`src/sv/hsfd_pkg.sv`:
```
`timescale 1ns / 1ps
// ----------------------------------------------------------------------------
// hsfd_pkg
// Shared types and constants for the health sensor frame deframer.
// ----------------------------------------------------------------------------
package hsfd_pkg;

    // Frame layout
    localparam logic [7:0] HEADER_BYTE    = 8'hFF;
    localparam int         BODY_ABSENT_BIT = 2;
    localparam logic [7:0] POS_HUNT       = 8'd0;
    localparam logic [7:0] POS_TYPE       = 8'd1;
    localparam logic [7:0] POS_SEQ_LO     = 8'd2;
    localparam logic [7:0] POS_SEQ_HI     = 8'd3;
    localparam logic [7:0] POS_HEART      = 8'd65;
    localparam logic [7:0] POS_SPO2       = 8'd66;
    localparam logic [7:0] POS_MICRO      = 8'd67;
    localparam logic [7:0] POS_FATIGUE    = 8'd68;
    localparam logic [7:0] POS_SYSTOLIC   = 8'd71;
    localparam logic [7:0] POS_DIASTOLIC  = 8'd72;

    // Input function codes
    localparam logic FUNC_BYTE    = 1'b0;
    localparam logic FUNC_TIMEOUT = 1'b1;

    // Result kind codes
    localparam logic [1:0] KIND_REALTIME = 2'd0;
    localparam logic [1:0] KIND_TEST     = 2'd1;
    localparam logic [1:0] KIND_DROPPED  = 2'd2;
    localparam logic [1:0] KIND_ABANDON  = 2'd3;

    typedef struct packed {
        logic       func;
        logic [7:0] rx_byte;
    } t_in_item;

    typedef struct packed {
        logic [1:0]  kind;
        logic [7:0]  heart_rate;
        logic [7:0]  spo2;
        logic [7:0]  microcirculation;
        logic [7:0]  fatigue_level;
        logic [7:0]  systolic;
        logic [7:0]  diastolic;
        logic        body_detected;
        logic [15:0] test_sequence;
    } t_out_item;

endpackage

```
`src/sv/hsfd_framer.sv`:
```
`timescale 1ns / 1ps
// ----------------------------------------------------------------------------
// hsfd_framer
// Frame position tracking, field capture and result generation, one byte
// per cycle while i_accept is high.
// ----------------------------------------------------------------------------
module hsfd_framer #(
    parameter int RT_LEN   = 88,
    parameter int TEST_LEN = 196
) (
    input  logic                i_clk,
    input  logic                i_rst_n,
    input  logic                i_accept,
    input  hsfd_pkg::t_in_item  i_item,
    output logic                o_has_result,
    output hsfd_pkg::t_out_item o_result
);

    localparam logic [7:0] RT_LAST   = 8'(RT_LEN - 1);
    localparam logic [7:0] TEST_LAST = 8'(TEST_LEN - 1);

    logic [7:0]  r_pos, n_pos;
    logic        r_is_test, n_is_test;
    logic [7:0]  r_heart, n_heart;
    logic [7:0]  r_spo2, n_spo2;
    logic [7:0]  r_micro, n_micro;
    logic [7:0]  r_fatigue, n_fatigue;
    logic [7:0]  r_systolic, n_systolic;
    logic [7:0]  r_diastolic, n_diastolic;
    logic [15:0] r_seq, n_seq;

    logic       is_test_now;
    logic [7:0] b;

    assign b = i_item.rx_byte;

    // Frame type is decided by the second byte, used in that same cycle
    assign is_test_now = (r_pos == hsfd_pkg::POS_TYPE) ? (b == hsfd_pkg::HEADER_BYTE)
                                                       : r_is_test;

    // Next state and result
    always_comb begin
        n_pos        = r_pos;
        n_is_test    = r_is_test;
        n_heart      = r_heart;
        n_spo2       = r_spo2;
        n_micro      = r_micro;
        n_fatigue    = r_fatigue;
        n_systolic   = r_systolic;
        n_diastolic  = r_diastolic;
        n_seq        = r_seq;
        o_has_result = 1'b0;
        o_result     = '0;

        if (i_item.func == hsfd_pkg::FUNC_TIMEOUT) begin
            // timeout abandons a partial frame, ignored while hunting
            if (r_pos != hsfd_pkg::POS_HUNT) begin
                n_pos         = hsfd_pkg::POS_HUNT;
                o_has_result  = 1'b1;
                o_result.kind = hsfd_pkg::KIND_ABANDON;
            end
        end else if (r_pos == hsfd_pkg::POS_HUNT) begin
            if (b != hsfd_pkg::HEADER_BYTE) begin
                o_has_result  = 1'b1;
                o_result.kind = hsfd_pkg::KIND_DROPPED;
            end else begin
                n_pos = hsfd_pkg::POS_TYPE;
            end
        end else begin
            n_is_test = is_test_now;
            n_pos     = r_pos + 8'd1;
            if (is_test_now) begin
                if (r_pos == hsfd_pkg::POS_SEQ_LO) begin
                    n_seq = {r_seq[15:8], b};
                end else if (r_pos == hsfd_pkg::POS_SEQ_HI) begin
                    n_seq = {b, r_seq[7:0]};
                end
                if (r_pos >= hsfd_pkg::POS_SEQ_LO && r_pos >= TEST_LAST) begin
                    n_pos                  = hsfd_pkg::POS_HUNT;
                    o_has_result           = 1'b1;
                    o_result.kind          = hsfd_pkg::KIND_TEST;
                    o_result.test_sequence = n_seq;
                end
            end else begin
                case (r_pos)
                    hsfd_pkg::POS_HEART:     n_heart     = b;
                    hsfd_pkg::POS_SPO2:      n_spo2      = b;
                    hsfd_pkg::POS_MICRO:     n_micro     = b;
                    hsfd_pkg::POS_FATIGUE:   n_fatigue   = b;
                    hsfd_pkg::POS_SYSTOLIC:  n_systolic  = b;
                    hsfd_pkg::POS_DIASTOLIC: n_diastolic = b;
                    default: ;
                endcase
                if (r_pos >= RT_LAST) begin
                    n_pos                     = hsfd_pkg::POS_HUNT;
                    o_has_result              = 1'b1;
                    o_result.kind             = hsfd_pkg::KIND_REALTIME;
                    o_result.heart_rate       = r_heart;
                    o_result.spo2             = r_spo2;
                    o_result.microcirculation = r_micro;
                    o_result.fatigue_level    = r_fatigue;
                    o_result.systolic         = r_systolic;
                    o_result.diastolic        = r_diastolic;
                    o_result.body_detected    = ~b[hsfd_pkg::BODY_ABSENT_BIT];
                end
            end
        end
    end

    // State registers
    always_ff @(posedge i_clk) begin
        if (!i_rst_n) begin
            r_pos       <= hsfd_pkg::POS_HUNT;
            r_is_test   <= 1'b0;
            r_heart     <= '0;
            r_spo2      <= '0;
            r_micro     <= '0;
            r_fatigue   <= '0;
            r_systolic  <= '0;
            r_diastolic <= '0;
            r_seq       <= '0;
        end else if (i_accept) begin
            r_pos       <= n_pos;
            r_is_test   <= n_is_test;
            r_heart     <= n_heart;
            r_spo2      <= n_spo2;
            r_micro     <= n_micro;
            r_fatigue   <= n_fatigue;
            r_systolic  <= n_systolic;
            r_diastolic <= n_diastolic;
            r_seq       <= n_seq;
        end
    end

endmodule

```
`src/sv/hsfd_out_buf.sv`:
```
`timescale 1ns / 1ps
// ----------------------------------------------------------------------------
// hsfd_out_buf
// Two-entry output register with skid stage; ready toward the framer is
// registered and depends only on the skid entry.
// ----------------------------------------------------------------------------
module hsfd_out_buf (
    input  logic                i_clk,
    input  logic                i_rst_n,
    input  logic                i_push,
    input  hsfd_pkg::t_out_item i_item,
    output logic                o_can_take,
    output logic                o_valid,
    input  logic                i_ready,
    output hsfd_pkg::t_out_item o_item
);

    logic                r_main_valid;
    logic                r_skid_valid;
    hsfd_pkg::t_out_item r_main;
    hsfd_pkg::t_out_item r_skid;
    logic                pop;

    assign pop        = r_main_valid && i_ready;
    assign o_valid    = r_main_valid;
    assign o_item     = r_main;
    assign o_can_take = !r_skid_valid;

    // Control
    always_ff @(posedge i_clk) begin
        if (!i_rst_n) begin
            r_main_valid <= 1'b0;
            r_skid_valid <= 1'b0;
        end else if (r_skid_valid) begin
            if (pop) begin
                r_skid_valid <= 1'b0;
            end
        end else if (i_push) begin
            if (r_main_valid && !pop) begin
                r_skid_valid <= 1'b1;
            end
            r_main_valid <= 1'b1;
        end else if (pop) begin
            r_main_valid <= 1'b0;
        end
    end

    // Payload
    always_ff @(posedge i_clk) begin
        if (r_skid_valid) begin
            if (pop) begin
                r_main <= r_skid;
            end
        end else if (i_push) begin
            if (r_main_valid && !pop) begin
                r_skid <= i_item;
            end else begin
                r_main <= i_item;
            end
        end
    end

endmodule

```
`src/sv/health_sensor_frame_deframer.sv`:
```
`timescale 1ns / 1ps
// ----------------------------------------------------------------------------
// health_sensor_frame_deframer
// Frames health sensor UART bytes and reports realtime vital values, test
// frame sequence numbers, dropped bytes and abandoned frames.
// ----------------------------------------------------------------------------
//  channel | direction | handshake                 | payload
//  --------+-----------+---------------------------+----------------------
//  input   | in        | i_in_valid / o_in_ready   | i_in_data  (t_in_item)
//  result  | out       | o_out_valid / i_out_ready | o_out_data (t_out_item)
//
//  One byte or timeout tick is accepted per cycle while o_in_ready is high;
//  its result, if any, is registered into the output buffer.
//  A two-entry output buffer lets input continue while one result waits;
//  o_in_ready drops only when both entries are full.
//  Synchronous active-low reset returns the framer to header hunting and
//  empties the output buffer.
// ----------------------------------------------------------------------------
module health_sensor_frame_deframer #(
    parameter int RT_LEN   = 88,
    parameter int TEST_LEN = 196
) (
    input  logic                i_clk,
    input  logic                i_rst_n,
    input  logic                i_in_valid,
    output logic                o_in_ready,
    input  hsfd_pkg::t_in_item  i_in_data,
    output logic                o_out_valid,
    input  logic                i_out_ready,
    output hsfd_pkg::t_out_item o_out_data
);

    logic                accept;
    logic                has_result;
    hsfd_pkg::t_out_item result;

    assign accept = i_in_valid && o_in_ready;

    // Framing logic
    hsfd_framer #(
        .RT_LEN   (RT_LEN),
        .TEST_LEN (TEST_LEN)
    ) u_framer (
        .i_clk        (i_clk),
        .i_rst_n      (i_rst_n),
        .i_accept     (accept),
        .i_item       (i_in_data),
        .o_has_result (has_result),
        .o_result     (result)
    );

    // Result buffer
    hsfd_out_buf u_out_buf (
        .i_clk      (i_clk),
        .i_rst_n    (i_rst_n),
        .i_push     (accept && has_result),
        .i_item     (result),
        .o_can_take (o_in_ready),
        .o_valid    (o_out_valid),
        .i_ready    (i_out_ready),
        .o_item     (o_out_data)
    );

endmodule

```
`config.mk`:
```
export PLATFORM = sky130hd
export DESIGN_NAME = health_sensor_frame_deframer
export DESIGN_NICKNAME = d
export VERILOG_FILES = /design/src/sv/hsfd_pkg.sv /design/src/sv/hsfd_framer.sv /design/src/sv/hsfd_out_buf.sv /design/src/sv/health_sensor_frame_deframer.sv
export SDC_FILE = /design/constraint.sdc
export NUM_CORES = 1
export LEC_CHECK = 0
export ABC_AREA = 1
export ABC_CLOCK_PERIOD_IN_PS = 6350
export BUFFER_PORTS_ARGS = -buffer_cell sky130_fd_sc_hd__buf_2
export CORE_MARGIN = 3
export CORE_UTILIZATION = 55
export CTS_CLUSTER_DIAMETER = 30
export CTS_CLUSTER_SIZE = 30
export DETAILED_ROUTE_END_ITERATION = 8
export PLACE_DENSITY = 0.75
export SLEW_MARGIN = 20
export SYNTH_ARGS = -nofsm -noshare
export SYNTH_HDL_FRONTEND = slang
export SYNTH_SLANG_ARGS = --single-unit
```
`constraint.sdc`:
```
create_clock -name i_clk -period 6.35 [get_ports i_clk]
set_clock_uncertainty 0.2 [all_clocks]
set_input_delay 0 -clock i_clk [delete_from_list [all_inputs] [get_ports i_clk]]
set_output_delay 0 -clock i_clk [all_outputs]
set_load 0.01 [all_outputs]
```
== Word-level counts from Yosys, hierarchy flattened ==
Cells that the tools add are included.

* Logic and storage cells: 115
* Input bits: 13
* Flip-flop bits (word level): 209

* Magnitude comparators: 3
* Multiplexer cells: 39
* Bitwise operators: 5
* Reductions and logical operators: 23
* $add $sub $neg: 1
* Eq/ne operators: 15

{| class="wikitable"
|+ Operators by type and width
! operator !! count
|-
| $mux W67 || 4
|-
| $mux W65 || 2
|-
| $mux W49 || 2
|-
| $mux W16 || 4
|-
| $mux W8 || 7
|-
| $eq A8 B7 Y1 const B || 6
|-
| $reduce_and A5 Y1 || 6
|-
| $eq A8 B2 Y1 const B || 2
|-
| $mux W1 || 15
|-
| $reduce_and A3 Y1 || 4
|-
| $mux W2 || 5
|-
| $add A8 B1 Y8 const B || 1
|-
| $eq A8 B1 Y1 const B || 1
|-
| $eq A8 B8 Y1 const B || 1
|-
| $ge A8 B2 Y1 const B || 1
|-
| $ge A8 B7 Y1 const B || 1
|-
| $ge A8 B8 Y1 const B || 1
|-
| $logic_not A8 Y1 || 1
|-
| $ne A8 B8 Y1 const B || 1
|-
| $reduce_bool A8 Y1 || 1
|-
| $logic_and A1 B1 Y1 || 5
|-
| $not A1 Y1 || 5
|-
| $ne A2 B1 Y1 const B || 2
|-
| $reduce_and A4 Y1 || 1
|-
| 5 further kinds || 7
|}

== Depth between registers and ports, before layout ==
* Depth in word-level cells: 10
* Gate-level depth with buffers: 13
* Depth with buffers taken out: 11

== By module ==
From an unflattened synthesis, not the netlist that was laid out.

* Cells, all modules: 1042
* Area, all modules: 9091.2 µm²

{| class="wikitable"
|+ By module, submodules not included
! module !! cells each !! times used !! area each (µm²)
|-
| hsfd_out_buf || 371 || 1 || 4993.5
|-
| hsfd_framer || 667 || 1 || 4080.2
|-
| health_sensor_frame_deframer || 4 || 1 || 17.5
|}

== Worst setup path before layout ==
No wires, ideal clock.

* Kind: reg2reg
* Start: register u_framer.r_pos[7]
* End: register u_out_buf.r_main (netlist bit u_out_buf.o_item[0]) (enable)
* Buffers on the path: 2
* Data arrival time: 4.632 ns
* Cell stages (with the launch flop): 10
* Required time: 5.636 ns
* Path slack: 1.004 ns
* Setup time: 0.514 ns
* Clock period less this slack: 5.346 ns
* Cell sequence: dfxtp_1 > buf_2 > nor2_1 > nand2_2 > o21ai_1 > nand3_1 > buf_4 > nand3_1 > nand2_1 > a21oi_1

* Longest elaborated chain between the ends: 9
* Elaborated cells between the ends (all ways): 17
* Classes of those cells: 3 x order compare; 1 x eq/ne; 7 x mux; 6 x reduce/logical

{| class="wikitable"
|+ Ends and longest elaborated chain
! what !! RTL line !! text
|-
| from (decl) || hsfd_framer.sv:22 || <nowiki>logic [7:0] r_pos, n_pos;</nowiki>
|-
| from (signal assigned) || hsfd_framer.sv:113 || <nowiki>r_pos <= hsfd_pkg::POS_HUNT;</nowiki>
|-
| from (signal assigned) || hsfd_framer.sv:123 || <nowiki>r_pos <= n_pos;</nowiki>
|-
| $ge A8 B2 Y1 / $ge A8 B8 Y1 (equally long branches) || hsfd_framer.sv:78 || <nowiki>if (r_pos >= hsfd_pkg::POS_SEQ_LO && r_pos >= TEST_LAST) begin</nowiki>
|-
| $logic_and A1 B1 Y1 || hsfd_framer.sv:78 ||
|-
| $mux W1 || hsfd_framer.sv:78 ||
|-
| $mux W1 || hsfd_framer.sv:72 || <nowiki>if (is_test_now) begin</nowiki>
|-
| $mux W1 || hsfd_framer.sv:62 || <nowiki>end else if (r_pos == hsfd_pkg::POS_HUNT) begin</nowiki>
|-
| $mux W1 * || hsfd_framer.sv:55 || <nowiki>if (i_item.func == hsfd_pkg::FUNC_TIMEOUT) begin</nowiki>
|-
| $logic_and A1 B1 Y1 * || health_sensor_frame_deframer.sv:56 || <nowiki>.i_push (accept && has_result),</nowiki>
|-
| $reduce_bool A2 Y1 (no source line) * || n/a ||
|-
| $reduce_and A3 Y1 (no source line) * || n/a ||
|-
| to (signal assigned) || hsfd_out_buf.sv:52 || <nowiki>r_main <= r_skid;</nowiki>
|-
| to (signal assigned) || hsfd_out_buf.sv:58 || <nowiki>r_main <= i_item;</nowiki>
|-
| to (decl) || hsfd_out_buf.sv:20 || <nowiki>hsfd_pkg::t_out_item r_main;</nowiki>
|}

Mark *: on every way between the ends. The rest lies on a longest branch, timed or not.
A chain may end at the register's enable or synchronous reset.

== Worst setup path in the final report ==
* Start: register u_framer.r_pos[0]
* End: register u_framer.r_micro[1]

* Longest elaborated chain between the ends: 4
* Elaborated cells between the ends (all ways): 7
* Classes of those cells: 2 x eq/ne; 1 x mux; 2 x bitwise; 2 x reduce/logical

{| class="wikitable"
|+ Ends and longest elaborated chain
! what !! RTL line !! text
|-
| $eq A8 B1 Y1 || hsfd_framer.sv:38 || <nowiki>assign is_test_now = (r_pos == hsfd_pkg::POS_TYPE) ? (b == hsfd_pkg::HEADER_BYTE)</nowiki>
|-
| $mux W1 || hsfd_framer.sv:38 ||
|-
| $not A1 Y1 (no source line) || n/a ||
|-
| $reduce_and A5 Y1 (no source line) * || n/a ||
|-
| to (signal assigned) || hsfd_framer.sv:127 || <nowiki>r_micro <= n_micro;</nowiki>
|-
| to (decl) || hsfd_framer.sv:26 || <nowiki>logic [7:0] r_micro, n_micro;</nowiki>
|}

Marked as above.

==> metrics.md <==
| Metric | Value |
|---|---|
| Master cell of the clock root buffer | `sky130_fd_sc_hd__clkbuf_16` |
| Nature of the critical path startpoint | `flip-flop` |
| Post-CTS setup repair buffer count | `0` |
| Setup Viol. Count Final | `0` |
| Post-Syn Area per Cell | `between 9 and 10 um^2` |
| CP bufs+invs | `2` |
| Timing-limited maximum frequency | `~260 MHz` |
| Maximum net fanout on the critical path | `39` |
| Slew of the pin with the lowest slew margin | `approximately 0.97 ns` |
| Leakage power total | `4.23 nW` |
| Quantity of hold-fixing buffers added after cts | `15` |
| CTS clock-pin slew for the worst setup and hold paths | `about 0.050 ns` |
| Overall routed net length | `between 15,000 and 20,000 um` |
| Share of total power consumed by net switching | `roughly a fifth` |
| Data arrival time at the worst-slack endpoint | `roughly 4.0 ns` |
| Power density over the cells | `between 300 and 400 nW/um^2` |
| Number of standard cells in the layout, taps in and fillers out | `~1.3k` |
| P_sw | `0.000738 W` |
| Final hold violation count | `0` |
| R2r setup slk | `between 2 and 3 ns` |
| Antenna violations before repair | `0` |
| Final Slew Violations | `0` |
| Total core area | `15,400 um^2` |
| Initial core utilization | `between 50% and 60%` |
| Final critical path time including I/O delays and setup | `roughly 3.8 ns` |
| Fraction of final layout cells with drive strength greater than 1 | `around 16%` |
| Number of top-level pins | `approximately 80` |
| Overall die height | `between 100 and 150 um` |
| Layout area overhead | `21.9%` |
| Detailed-placement wirelength estimate | `11,700 um` |
| Resized cells post-CTS | `0` |
| Clock latency of the later-clocked register in the worst-skew pair | `~0.5 ns` |
| Number of buffers inserted during clock tree synthesis | `37` |
| Sequential-to-total area share from yosys stat | `around 63%` |
| Req. time, crit path | `6.54 ns` |
| RSZ-0062 raised after global routing | `no` |
| Post-synthesis instance total | `between 900 and 1k` |
| CTS sink cnt | `209` |
| Die area | `roughly 18,000 um^2` |
| Fraction of power consumed by combinational cells | `around 2.7%` |
| Overall fraction of global-route tracks in use | `a little under a quarter` |
| Net total in the final layout | `about 1.1k` |
| Proportion of power drawn by the clock network | `a little under three fifths` |
| Via count of the first global-routing pass | `6,468` |
| PnR Total Power | `~0.0036 W` |
| Final sum of negative setup slack | `0 ns` |
| Placed inst area | `9290 um^2` |
| Tightest Hold Check Type | `input pin to flip-flop` |
| Outcome | `complete, no violations` |
| Max-cap viol count | `0` |
| Max IR drop VDD | `about 0.25 mV` |
| Detailed-route DRC error count | `0` |
| Count of nets left with antenna violations after detail routing | `0` |
| Vias/cell | `5.27` |
| Max-slew headroom at the worst pin | `a little over a third` |
| Max incr delay on CP | `roughly 0.7 ns` |
| RePlAce Congestion | `between 0.8 and 0.9` |
| Antenna diode instance count | `0` |
| Setup crit end kind | `flip-flop` |
| Die X | `~130 um` |
| Clock tree from TritonCTS | `built` |
| Count of different cell masters after synthesis | `32` |
| Nets in the synthesized netlist | `around 1,000` |
| Path type of the worst setup path | `flip-flop to flip-flop` |
| Number of I/O port buffers | `roughly 80` |
| Share of power burned in registers | `a little over 40%` |
| Pin count of the biggest net entering global routing | `70` |
| Post-synth design cell area | `around 8800 um^2` |
| Internal power contribution | `around 0.0029 W` |
| Placed instance count | `1,211` |
| Synthesis warning total | `0` |
| Iteration count of the initial detailed-routing pass | `5` |
| Number of cell rows | `45` |
| Cell type group with the largest total delay on the critical path | `simple AND/OR/NAND/NOR gates` |
| Routed len/inst | `between 15 and 20 um` |
| Starting DRC count in detailed routing | `roughly 690` |
| Final std cell area, no fill | `roughly 11,000 um^2` |
| Total grt overflow | `0` |
| Standard cell with the maximum stage delay on the critical path | `sky130_fd_sc_hd__nor2_4` |
| Series of cell instances along the critical path | `inv_1 > ha_1 > nand2_2 > nor2_4 > nor2_8 > nand2_4 > nor2_4 > nand3_2 > nor2_1 > nor2_1 > dlygate4sd3_1` |
| Post-route fraction of the period consumed by the critical path | `roughly three fifths` |
| Bufs on Longest Clock Path | `3` |
| Clock H-tree levels | `2` |
| Wire length of the first global-routing pass | `32,200 um` |
| Total of flip-flops plus latches after synthesis | `around 210` |
| Via count | `slightly below 7k` |
[power by group through the flow]
| stage | sequential [W] | combinational, W | clock (W) |
|---|---|---|---|
| 2_1_floorplan | 0.00152 | 0.0000398 | 0 |
| 3_3_place_gp | 0.00150 | 0.0000917 | 0 |
| 3_5_place_dp | 0.00150 | 0.0000920 | 0 |
| 4_1_cts | 0.00148 | 0.0000984 | 0.00206 |
| 5_1_grt | 0.00148 | 0.000107 | 0.00212 |
| 6_report | 0.00148 | 0.0000976 | 0.00204 |
[cells in the final DEF, fill, tap and decap left out, types with 2 or more instances in the layout]
cell                              n
sky130_fd_sc_hd__a21oi_1         54
sky130_fd_sc_hd__and2b_1          8
sky130_fd_sc_hd__buf_2           81
sky130_fd_sc_hd__buf_4            5
sky130_fd_sc_hd__bufinv_16        6
sky130_fd_sc_hd__clkbuf_1         4
sky130_fd_sc_hd__clkbuf_16       39
sky130_fd_sc_hd__clkinv_1         3
sky130_fd_sc_hd__clkinv_2         4
sky130_fd_sc_hd__clkinvlp_4       6
sky130_fd_sc_hd__dfxtp_1         74
sky130_fd_sc_hd__dlygate4sd3_1   15
sky130_fd_sc_hd__edfxtp_1       134
sky130_fd_sc_hd__ha_1             4
sky130_fd_sc_hd__inv_1           45
sky130_fd_sc_hd__inv_2            4
sky130_fd_sc_hd__inv_6            4
sky130_fd_sc_hd__nand2_1        373
sky130_fd_sc_hd__nand2_2          3
sky130_fd_sc_hd__nand3_1         45
sky130_fd_sc_hd__nand3_2          3
sky130_fd_sc_hd__nand4_1          3
sky130_fd_sc_hd__nor2_1          97
sky130_fd_sc_hd__nor2_4           4
sky130_fd_sc_hd__nor3_1          21
sky130_fd_sc_hd__nor4_4           2
sky130_fd_sc_hd__o21ai_0         21
sky130_fd_sc_hd__o21ai_1          8
sky130_fd_sc_hd__xor2_1           3
[tightest hold or removal path, stage by stage]
cell,delay (ns)
sky130_fd_sc_hd__dlygate4sd3_1,0.52
sky130_fd_sc_hd__buf_2,0.12
sky130_fd_sc_hd__inv_1,0.05
sky130_fd_sc_hd__o21ai_0,0.14
sky130_fd_sc_hd__a21oi_1,0.06
[state kept, by name, summed over array words and instances, names as in the netlist]
signal	cells
u_out_buf.o_item	67
u_framer.r_micro	8
u_framer.r_fatigue	8
u_framer.r_spo2	8
u_framer.r_systolic	8
u_framer.r_pos	8
u_out_buf.r_skid	67
u_framer.r_seq	16
u_framer.r_is_test	1
u_out_buf.r_skid_valid	1
u_framer.r_diastolic	8
u_out_buf.o_valid	1
u_framer.r_heart	8
[final cells by class]
type	count	area (um^2)
sequential	209	5530
multi-input combinational	656	2880
timing repair buffer	101	593
inverter	49	184
fill	1182	4680
clock inverter	24	303
clock buffer	44	1000
tap	211	264
[cells by family (layout without fill, tap and decap cells)]
logic type      after synthesis  after routing  share of synthesized area [%]
flops                       209            209                           62.6
buf+inv                     100            218                           4.89
xor+xnor                      3              3                          0.298
compound gates               87             87                           5.01
fa+ha+maj                     4              4                          0.567
simple gates                562            562                           26.6
[per-stage QoR]
| step | worst slack (ns) | hold WS (ns) | util, % |
|---|---|---|---|
| final | 2.52 | 0.255 | 69.7 |
| after detailed placement | 2.76 | 0.198 | 60.2 |
| after global routing | 2.25 | 0.271 | 69.7 |
| after CTS | 2.55 | 0.233 | 69.7 |
| after floorplan | 1.00 | -0.0271 | - |
| after global placement | 2.86 | 0.193 | 60.2 |
[final timing paths]
kind,startpoint,endpoint,depth (start not counted)
setup / recovery,u_framer.r_pos[0],u_framer.r_micro[1],11
hold / removal,i_out_ready,u_out_buf.o_valid,5
setup reg to reg,u_framer.r_pos[0],u_framer.r_micro[1],11
hold reg to reg,u_framer.r_seq[10],u_framer.r_seq[10],2
[Yosys cell counts, drive strengths merged]
| cell | instances | area, um^2 |
|---|---|---|
| a211oi | 1 | 7.51 |
| a21o | 1 | 7.51 |
| a21oi | 55 | 275 |
| a31oi | 1 | 6.26 |
| and2b | 8 | 60.1 |
| buf | 24 | 145 |
| clkbuf | 27 | 103 |
| clkinv | 1 | 3.75 |
| dfxtp | 75 | 1500 |
| edfxtp | 134 | 4020 |
| ha | 4 | 50.1 |
| inv | 48 | 180 |
| nand2 | 377 | 1430 |
| nand3 | 48 | 255 |
| nand4 | 3 | 18.8 |
| nor2 | 103 | 435 |
| nor3 | 21 | 105 |
| nor4 | 2 | 42.5 |
| o21ai | 29 | 145 |
| xor2 | 3 | 26.3 |
[layer usage]
layer	part of all wire (%)	global-route usage, %	wire length, um
met4	2.4	8.95	476
met1	43	31.6	8550
met3	7.6	4.03	1510
met2	47	36.0	9290
met5	0	0	0
(Power assumes the default switching activity.)
